===== src/rtl/abae_pkg.sv =====
// shared types, constants and checksum function for the alternating bit endpoint
`default_nettype none
package abae_pkg;

    localparam int PAYLOAD_BYTES_DEFAULT = 16;
    localparam int CHECKED_BYTES         = 8;
    localparam int QUEUE_DEPTH           = 2;

    localparam logic [15:0] TIMEOUT_RESET = 16'd100;
    localparam logic [63:0] ACK_WORD      = 64'h0000_0000_004B_4341;

    typedef enum logic [1:0] {
        OP_RX   = 2'd0,
        OP_SEND = 2'd1,
        OP_TICK = 2'd2
    } op_t;

    typedef enum logic {
        PKT_MSG = 1'b0,
        PKT_ACK = 1'b1
    } pkt_type_t;

    // classified word handed from front to back
    typedef struct packed {
        logic [1:0]  op;
        logic        pkt_type;
        logic        good;
        logic        seq_is0;
        logic        seq_is1;
        logic [15:0] sum;
        logic [63:0] data_low;
        logic [63:0] data_high;
    } cmd_t;

    typedef struct packed {
        logic        tx_valid;
        logic        tx_type;
        logic        tx_seq;
        logic [15:0] tx_checksum;
        logic [63:0] tx_data_low;
        logic [63:0] tx_data_high;
        logic        deliver_valid;
        logic [63:0] deliver_low;
        logic [63:0] deliver_high;
        logic        ack_done;
        logic        refused;
        logic [15:0] drop_total;
    } result_t;

    // 16-bit wrapping sum of the first bytes taken as signed
    function automatic logic [15:0] byte_sum(input logic [63:0] word);
        logic [15:0] acc;
        acc = '0;
        for (int i = 0; i < CHECKED_BYTES; i++) begin
            acc = acc + {{8{word[8*i+7]}}, word[8*i +: 8]};
        end
        return acc;
    endfunction

    localparam logic [15:0] ACK_CHECKSUM = ~byte_sum(ACK_WORD);

endpackage
`default_nettype wire


===== src/rtl/abae_front.sv =====
// front end: unpacks input words, checks the checksum and classifies them
`default_nettype none
module abae_front #(
    parameter int PAYLOAD_BYTES = abae_pkg::PAYLOAD_BYTES_DEFAULT
) (
    input  wire logic [151:0] s_tdata,
    input  wire logic [2:0]   s_tuser,
    output abae_pkg::cmd_t    cmd
);

    localparam int          HIGH_BITS = (PAYLOAD_BYTES - 8) * 8;
    localparam logic [63:0] HIGH_MASK = ~(64'hFFFF_FFFF_FFFF_FFFF << HIGH_BITS);

    logic [7:0]  pkt_seq;
    logic [15:0] pkt_checksum;
    logic [63:0] data_low;
    logic [63:0] data_high;
    logic [15:0] sum;

    assign pkt_seq      = s_tdata[7:0];
    assign pkt_checksum = s_tdata[23:8];
    assign data_low     = s_tdata[87:24];
    assign data_high    = s_tdata[151:88];
    assign sum          = abae_pkg::byte_sum(data_low);

    always_comb begin
        cmd.op        = s_tuser[1:0];
        cmd.pkt_type  = s_tuser[2];
        cmd.good      = (sum + pkt_checksum) == 16'hFFFF;
        cmd.seq_is0   = pkt_seq == 8'd0;
        cmd.seq_is1   = pkt_seq == 8'd1;
        cmd.sum       = sum;
        cmd.data_low  = data_low;
        cmd.data_high = data_high & HIGH_MASK;
    end

endmodule
`default_nettype wire


===== src/rtl/abae_queue.sv =====
// short queue of classified words between front and back
`default_nettype none
module abae_queue (
    input  wire logic           aclk,
    input  wire logic           aresetn,
    input  wire logic           push,
    input  wire abae_pkg::cmd_t push_cmd,
    output logic                full,
    input  wire logic           pop,
    output logic                not_empty,
    output abae_pkg::cmd_t      head
);

    localparam int PTR_W = (abae_pkg::QUEUE_DEPTH > 1) ? $clog2(abae_pkg::QUEUE_DEPTH) : 1;
    localparam int CNT_W = $clog2(abae_pkg::QUEUE_DEPTH + 1);
    localparam logic [CNT_W-1:0] DEPTH_CNT = CNT_W'(abae_pkg::QUEUE_DEPTH);
    localparam logic [PTR_W-1:0] LAST_PTR  = PTR_W'(abae_pkg::QUEUE_DEPTH - 1);

    abae_pkg::cmd_t    store_reg [abae_pkg::QUEUE_DEPTH];
    logic [PTR_W-1:0]  wr_ptr_reg, wr_ptr_next;
    logic [PTR_W-1:0]  rd_ptr_reg, rd_ptr_next;
    logic [CNT_W-1:0]  count_reg, count_next;
    logic              do_push;
    logic              do_pop;

    assign full      = count_reg == DEPTH_CNT;
    assign not_empty = count_reg != '0;
    assign do_push   = push && !full;
    assign do_pop    = pop && not_empty;
    assign head      = store_reg[rd_ptr_reg];

    always_comb begin
        wr_ptr_next = wr_ptr_reg;
        rd_ptr_next = rd_ptr_reg;
        count_next  = count_reg;
        if (do_push) begin
            wr_ptr_next = (wr_ptr_reg == LAST_PTR) ? '0 : wr_ptr_reg + 1'b1;
        end
        if (do_pop) begin
            rd_ptr_next = (rd_ptr_reg == LAST_PTR) ? '0 : rd_ptr_reg + 1'b1;
        end
        if (do_push && !do_pop) begin
            count_next = count_reg + 1'b1;
        end else if (do_pop && !do_push) begin
            count_next = count_reg - 1'b1;
        end
    end

    always_ff @(posedge aclk) begin
        if (!aresetn) begin
            wr_ptr_reg <= '0;
            rd_ptr_reg <= '0;
            count_reg  <= '0;
        end else begin
            wr_ptr_reg <= wr_ptr_next;
            rd_ptr_reg <= rd_ptr_next;
            count_reg  <= count_next;
        end
    end

    always_ff @(posedge aclk) begin
        if (do_push) begin
            store_reg[wr_ptr_reg] <= push_cmd;
        end
    end

endmodule
`default_nettype wire


===== src/rtl/abae_back.sv =====
// back end: protocol state, timer, retransmission and result register
`default_nettype none
module abae_back (
    input  wire logic           aclk,
    input  wire logic           aresetn,
    input  wire logic           cfg_valid,
    output logic                cfg_ready,
    input  wire logic [15:0]    cfg_data,
    input  wire logic           q_not_empty,
    input  wire abae_pkg::cmd_t q_head,
    output logic                q_pop,
    output logic                m_valid,
    input  wire logic           m_ready,
    output abae_pkg::result_t   m_result
);

    logic [15:0]       timeout_reg;
    logic              recv_bit_reg, recv_bit_next;
    logic              send_bit_reg, send_bit_next;
    logic              pending_reg, pending_next;
    logic [63:0]       pend_low_reg;
    logic [63:0]       pend_high_reg;
    logic [15:0]       pend_sum_reg;
    logic              pend_bit_reg;
    logic              store_pending;
    logic [15:0]       tick_reg, tick_next;
    logic [15:0]       tick_inc;
    logic [15:0]       drop_reg, drop_next;
    logic              out_valid_reg;
    abae_pkg::result_t out_reg, res;
    logic              seq_match_rx;
    logic              seq_match_ack;

    assign cfg_ready = 1'b1;
    assign q_pop     = q_not_empty && (!out_valid_reg || m_ready);
    assign m_valid   = out_valid_reg;
    assign m_result  = out_reg;

    assign seq_match_rx  = recv_bit_reg ? q_head.seq_is1 : q_head.seq_is0;
    assign seq_match_ack = send_bit_reg ? q_head.seq_is1 : q_head.seq_is0;
    assign tick_inc      = tick_reg + 16'd1;

    always_comb begin
        res           = '0;
        recv_bit_next = recv_bit_reg;
        send_bit_next = send_bit_reg;
        pending_next  = pending_reg;
        tick_next     = tick_reg;
        drop_next     = drop_reg;
        store_pending = 1'b0;
        case (abae_pkg::op_t'(q_head.op))
            abae_pkg::OP_RX: begin
                if (abae_pkg::pkt_type_t'(q_head.pkt_type) == abae_pkg::PKT_MSG) begin
                    res.tx_valid    = 1'b1;
                    res.tx_type     = abae_pkg::PKT_ACK;
                    res.tx_checksum = abae_pkg::ACK_CHECKSUM;
                    res.tx_data_low = abae_pkg::ACK_WORD;
                    if (q_head.good && seq_match_rx) begin
                        res.tx_seq        = recv_bit_reg;
                        res.deliver_valid = 1'b1;
                        res.deliver_low   = q_head.data_low;
                        res.deliver_high  = q_head.data_high;
                        recv_bit_next     = !recv_bit_reg;
                    end else begin
                        res.tx_seq = !recv_bit_reg;
                    end
                end else if (q_head.good && pending_reg && seq_match_ack) begin
                    send_bit_next = !send_bit_reg;
                    pending_next  = 1'b0;
                    tick_next     = '0;
                    res.ack_done  = 1'b1;
                end
            end
            abae_pkg::OP_SEND: begin
                if (pending_reg) begin
                    res.refused = 1'b1;
                end else begin
                    store_pending    = 1'b1;
                    pending_next     = 1'b1;
                    tick_next        = '0;
                    res.tx_valid     = 1'b1;
                    res.tx_type      = abae_pkg::PKT_MSG;
                    res.tx_seq       = send_bit_reg;
                    res.tx_checksum  = ~q_head.sum;
                    res.tx_data_low  = q_head.data_low;
                    res.tx_data_high = q_head.data_high;
                end
            end
            abae_pkg::OP_TICK: begin
                if (pending_reg) begin
                    if (tick_inc >= timeout_reg) begin
                        tick_next        = '0;
                        drop_next        = drop_reg + 16'd1;
                        res.tx_valid     = 1'b1;
                        res.tx_type      = abae_pkg::PKT_MSG;
                        res.tx_seq       = pend_bit_reg;
                        res.tx_checksum  = pend_sum_reg;
                        res.tx_data_low  = pend_low_reg;
                        res.tx_data_high = pend_high_reg;
                    end else begin
                        tick_next = tick_inc;
                    end
                end
            end
            default: begin
            end
        endcase
        res.drop_total = drop_next;
    end

    always_ff @(posedge aclk) begin
        if (!aresetn) begin
            timeout_reg   <= abae_pkg::TIMEOUT_RESET;
            recv_bit_reg  <= 1'b0;
            send_bit_reg  <= 1'b0;
            pending_reg   <= 1'b0;
            tick_reg      <= '0;
            drop_reg      <= '0;
            out_valid_reg <= 1'b0;
        end else begin
            if (cfg_valid && cfg_ready) begin
                timeout_reg <= cfg_data;
            end
            if (q_pop) begin
                recv_bit_reg  <= recv_bit_next;
                send_bit_reg  <= send_bit_next;
                pending_reg   <= pending_next;
                tick_reg      <= tick_next;
                drop_reg      <= drop_next;
                out_valid_reg <= 1'b1;
            end else if (m_ready) begin
                out_valid_reg <= 1'b0;
            end
        end
    end

    always_ff @(posedge aclk) begin
        if (q_pop) begin
            out_reg <= res;
        end
        if (q_pop && store_pending) begin
            pend_low_reg  <= q_head.data_low;
            pend_high_reg <= q_head.data_high;
            pend_sum_reg  <= ~q_head.sum;
            pend_bit_reg  <= send_bit_reg;
        end
    end

    a_idle_timer_clear: assert property (@(posedge aclk) disable iff (!aresetn)
        !pending_reg |-> tick_reg == 16'd0)
        else $error("timer running with nothing pending");

    a_send_sets_pending: assert property (@(posedge aclk) disable iff (!aresetn)
        (q_pop && q_head.op == abae_pkg::OP_SEND) |=> pending_reg)
        else $error("send word left nothing pending");

    a_drop_steps_by_one: assert property (@(posedge aclk) disable iff (!aresetn)
        ($past(aresetn) && drop_reg != $past(drop_reg)) |->
            drop_reg == $past(drop_reg) + 16'd1)
        else $error("drop count jumped");

    a_ack_done_quiet: assert property (@(posedge aclk) disable iff (!aresetn)
        (out_valid_reg && out_reg.ack_done) |-> (!out_reg.tx_valid && !out_reg.deliver_valid))
        else $error("ack completion carried a transmission or delivery");

    a_ack_done_frees: assert property (@(posedge aclk) disable iff (!aresetn)
        (q_pop && res.ack_done) |=> (!pending_reg && send_bit_reg != $past(send_bit_reg)))
        else $error("acknowledged message still pending");

endmodule
`default_nettype wire


===== src/rtl/alternating_bit_arq_endpoint.sv =====
// top level of the alternating bit stop-and-wait endpoint
//
//  channel  direction  handshake            payload
//  s_       in         s_tvalid / s_tready  s_tdata 152b, s_tuser 3b
//  m_       out        m_tvalid / m_tready  m_tdata 296b, m_tuser 5b
//  cfg_     in         cfg_valid/cfg_ready  cfg_data 16b timeout in ticks
//
// one word in and one result out per cycle while m_tready stays high; classify logic is
// combinational in front of a two-entry queue, and the result register loads when the
// queue pops a word, raising m_tvalid until m_tready takes the result
// reset is synchronous on aresetn, with no clearing pass
// a stalled m_ side fills the queue and then drops s_tready; cfg_ready is always high
`default_nettype none
module alternating_bit_arq_endpoint #(
    parameter int PAYLOAD_BYTES = abae_pkg::PAYLOAD_BYTES_DEFAULT
) (
    input  wire logic         aclk,
    input  wire logic         aresetn,
    input  wire logic         s_tvalid,
    output logic              s_tready,
    // pkt_seq, pkt_checksum, data_low, data_high
    input  wire logic [151:0] s_tdata,
    // op, pkt_type
    input  wire logic [2:0]   s_tuser,
    output logic              m_tvalid,
    input  wire logic         m_tready,
    // tx_seq, tx_checksum, tx_data_low, tx_data_high, deliver_low, deliver_high,
    // drop_total, zero fill
    output logic [295:0]      m_tdata,
    // tx_valid, tx_type, deliver_valid, ack_done, refused
    output logic [4:0]        m_tuser,
    input  wire logic         cfg_valid,
    output logic              cfg_ready,
    input  wire logic [15:0]  cfg_data
);

    abae_pkg::cmd_t    front_cmd;
    abae_pkg::cmd_t    q_head;
    abae_pkg::result_t result;
    logic              q_full;
    logic              q_not_empty;
    logic              q_pop;

    assign s_tready = !q_full;

    abae_front #(
        .PAYLOAD_BYTES(PAYLOAD_BYTES)
    ) u_front (
        .s_tdata (s_tdata),
        .s_tuser (s_tuser),
        .cmd     (front_cmd)
    );

    abae_queue u_queue (
        .aclk      (aclk),
        .aresetn   (aresetn),
        .push      (s_tvalid),
        .push_cmd  (front_cmd),
        .full      (q_full),
        .pop       (q_pop),
        .not_empty (q_not_empty),
        .head      (q_head)
    );

    abae_back u_back (
        .aclk        (aclk),
        .aresetn     (aresetn),
        .cfg_valid   (cfg_valid),
        .cfg_ready   (cfg_ready),
        .cfg_data    (cfg_data),
        .q_not_empty (q_not_empty),
        .q_head      (q_head),
        .q_pop       (q_pop),
        .m_valid     (m_tvalid),
        .m_ready     (m_tready),
        .m_result    (result)
    );

    assign m_tdata = {7'd0, result.drop_total, result.deliver_high, result.deliver_low,
                      result.tx_data_high, result.tx_data_low, result.tx_checksum,
                      result.tx_seq};
    assign m_tuser = {result.refused, result.ack_done, result.deliver_valid,
                      result.tx_type, result.tx_valid};

endmodule
`default_nettype wire


===== config.mk =====
export PLATFORM = sky130hd
export DESIGN_NAME = alternating_bit_arq_endpoint
export DESIGN_NICKNAME = d
export VERILOG_FILES = /design/src/rtl/abae_pkg.sv /design/src/rtl/abae_front.sv /design/src/rtl/abae_queue.sv /design/src/rtl/abae_back.sv /design/src/rtl/alternating_bit_arq_endpoint.sv
export SDC_FILE = /design/constraint.sdc
export NUM_CORES = 1
export LEC_CHECK = 0
export BUFFER_PORTS_ARGS = -buffer_cell sky130_fd_sc_hd__buf_2
export CORE_MARGIN = 5
export CORE_UTILIZATION = 62
export CTS_CLUSTER_SIZE = 20
export DETAILED_ROUTE_END_ITERATION = 10
export PLACE_DENSITY = 0.86
export SYNTH_ARGS = -nofsm -noshare
export SYNTH_HDL_FRONTEND = slang
export SYNTH_HIERARCHICAL = 1
export SYNTH_SLANG_ARGS = --single-unit

===== constraint.sdc =====
create_clock -name aclk -period 28.3 [get_ports aclk]
set_input_delay 1.415 -clock aclk [delete_from_list [all_inputs] [get_ports aclk]]
set_output_delay 1.415 -clock aclk [all_outputs]
set_load 0.1 [all_outputs]

==> summary.md <==
| Metric | Value |
|---|---|
| Hold EP | u_back/timeout_reg[2] |
| Critical path origin | s_tdata[58] |
| Max cap viols | 0 |
| Post-DP HPWL | around 53000 µm |
| Slack of the worst reg-to-reg path | around 24 ns |
| Final Hold Fails | 0 |
| GRT Residual Overflow | 0 |
| Worst Path Required | ~29 ns |
| Hold Crit Class | flip-flop to flip-flop |
| Tmin final | 6.66 ns |
| Initial Util | between 60% and 70% |
| CTS tree | done |
| TNS Setup | 0 ns |
| Worst-Skew Late Latency | approximately 0.62 ns |
| Crit path max fanout | 8 |
| Drt initial violations | approximately 1600 |
| Detail Route Antenna Nets | 0 |
| RR Startpoint | u_back/tick_reg[2] |
| Layout cells sized above 1 | between 30% and 40% |
| Die H | 244 µm |
| Number of synthesized flops with an enable pin | about 740 |
| Setup Skew | about 0.024 ns |
| FF/Latch Area | 0.0233 mm² |
| Synth top cells by count | edfxtp_1, inv_1, buf_4 |
| Worst-path clk slew | about 0.060 ns |
| Core Footprint | between 0.05 and 0.06 mm² |
| Post-Syn Instances | 2154 |
| Distinct cells, synth | 75 |
| GRT busiest layer | met2 |
| Final Cycle Share | 23.5% |
| CTS H-tree lvls | 3 |
| Syn Std Cell Area | between 0.03 and 0.04 mm² |
| Sequential area share after synthesis | 68.5% |
| Syn. warnings | 6 |
| Global-route wire length before repair | roughly 120000 µm |
| Cts bufs inserted | between 70 and 80 |
| Initial antenna violation count | 20 |
| Reg2reg path depth | 15 |
| Final setup viols | 0 |
| Area growth, synth to finish | 13.1% |
| Count of state elements after synthesis | between 700 and 800 |
| Placed insts | between 3000 and 4000 |
| First-pass detailed-route iteration total | 5 |
| Routed WL | ~80000 µm |
| Average wire per standard cell | about 24 µm |
| Worst Slack Setup Final | 21.64 ns |
| Via/cell ratio | ~5.8 |
| # resized after CTS | 0 |
| Worst slew pin tran | roughly 1.2 ns |
| Die W | 244 µm |
| CTS Sinks | between 700 and 800 |
| NumNets Final | around 2800 |
| WP data arrival | 7.08 ns |
| Hold Startpoint | u_back/timeout_reg[2] |
| Type of the worst setup path | primary input to flip-flop |
| Detailed-route via count | roughly 19000 |
| Critical register-to-register path endpoint | u_back/m_result[167] |
| Row count | 86 |
| Number of top-level pins | 480 |
| Async SR Flop Fraction | 0% |
| Met3 Usage GRT | around 6.3% |
| Crit end category | flip-flop |
| Max-slew headroom | around a fifth |
| Remaining DRCs | 0 |
| Fillers | approximately 3400 |
| Top cell type by total area after synthesis | edfxtp_1 |
| Largest register FFs | 300 |
| Predominant post-synthesis flop cell | edfxtp_1 |
| Worst slack at placement | ~21 ns |
| Worst Hold Path Cells | 2 |
| Area fraction of the dominant cell type after synthesis | between 60% and 70% |
| Synth top area cells | edfxtp_1, mux2_4, dfxtp_1 |
| Top-count cell post-synth | edfxtp_1 |
| Vias in the first global route | 19700 |
| Tot GR Track Use | about a quarter |
| Post-synthesis area per instance | roughly 16 µm² |
| Largest net degree at the start of global routing | just under 80 |
| Port buffer count | approximately 470 |
| Clock buffer depth | 3 |
| Startpoint type of the worst setup path | primary input |
| Root Driver | clkbuf_16 |
| GPL Wtd Cong | between 0.8 and 0.9 |
| Hold buffers post-CTS | 0 |
| Met2 GRT Util | between 40% and 50% |
| Total die area | approximately 0.060 mm² |
| Multi-input logic area | ~0.0087 mm² |
| RSZ-0062 raised after global routing | no |
| F_max | ~150 MHz |
| Total setup buffers inserted after CTS | 0 |
| Status | complete, no violations |
| M1 GR Usage | between 30% and 40% |
| Slew Limit Fails | 0 |
| Non-Filler Instances | between 3000 and 4000 |
## metal layers
metal	routed length (µm)	vias to the layer above	part of all wire (%)
met3	7060	167	8.8
met2	39500	935	49
li1	-	8503	-
met1	30100	9500	38
met5	44	-	0.055
met4	3230	6	4.0
## cell type report
type | instances | area share [%]
Antenna cell | 18 | 0.117
Clock buffer | 100 | 5.44
Clock inverter | 44 | 1.01
Inverter | 153 | 1.49
Multi-Input combinational cell | 982 | 22.5
Sequential cell | 796 | 60.5
Tap cell | 704 | 2.28
Timing Repair Buffer | 496 | 6.60
## per-stage QoR
step           area (µm²)  util [%]  hold slack [ns]
6_report            38600      70.4            0.496
5_1_grt             38500      70.4            0.520
4_1_cts             38500      70.3            0.500
3_5_place_dp        36000      65.8            0.486
3_3_place_gp        36000      65.8            0.471
2_1_floorplan       34100         -            0.460
## cell usage in the layout, fill, tap and decap left out, types with 53 or more instances in the layout
master     netlist  layout
clkbuf_16        0      81
dfxtp_1         57      56
inv_1          152     152
edfxtp_1       739     739
a22o_1         125     125
mux2_4         100     100
buf_2           19     471
nor2_1          76      75
and2_1         139     136
fa_1            53      53
## worst max-delay path by stage
stage,end,slack (ns),depth (start not counted)
after detailed placement,u_queue/store_reg[0][146],21.10,22
after floorplan,u_back/drop_reg[9],15.67,7
final,u_queue/store_reg[1][146],21.64,22
after CTS,u_queue/store_reg[0][146],21.76,22
after global placement,u_queue/store_reg[0][146],21.20,22
after global routing,u_queue/store_reg[1][146],21.25,22
## worst max-delay path, stage by stage
cell and delay (ns):
buf_2 0.12, inv_1 0.06, fa_1 0.56, inv_1 0.08
fa_1 0.50, fa_1 0.51, inv_1 0.06, fa_1 0.51
inv_1 0.07, ha_1 0.19, inv_1 0.08, fa_1 0.21
nor2b_1 0.07, o31ai_1 0.32, a21oi_1 0.19, a21oi_1 0.50
ha_1 0.43, a2111oi_0 0.45, nand3_1 0.13, a211oi_1 0.24
nand4_1 0.13, nor4_2 0.26
## logic make-up after synthesis
logic type	after synthesis	share of synthesized area [%]
other	2	0.0220
XOR/XNOR	52	1.36
AND/OR/NAND/NOR	368	5.75
AO/OA/AOI/OAI	280	6.49
flip-flops	796	68.5
multiplexers	169	6.62
buffers and inverters	382	6.27
adder cells (fa/ha/maj)	105	5.02
Power is not shown: default switching activity piles up to over one toggle a cycle in this logic, so the estimate is an artifact.
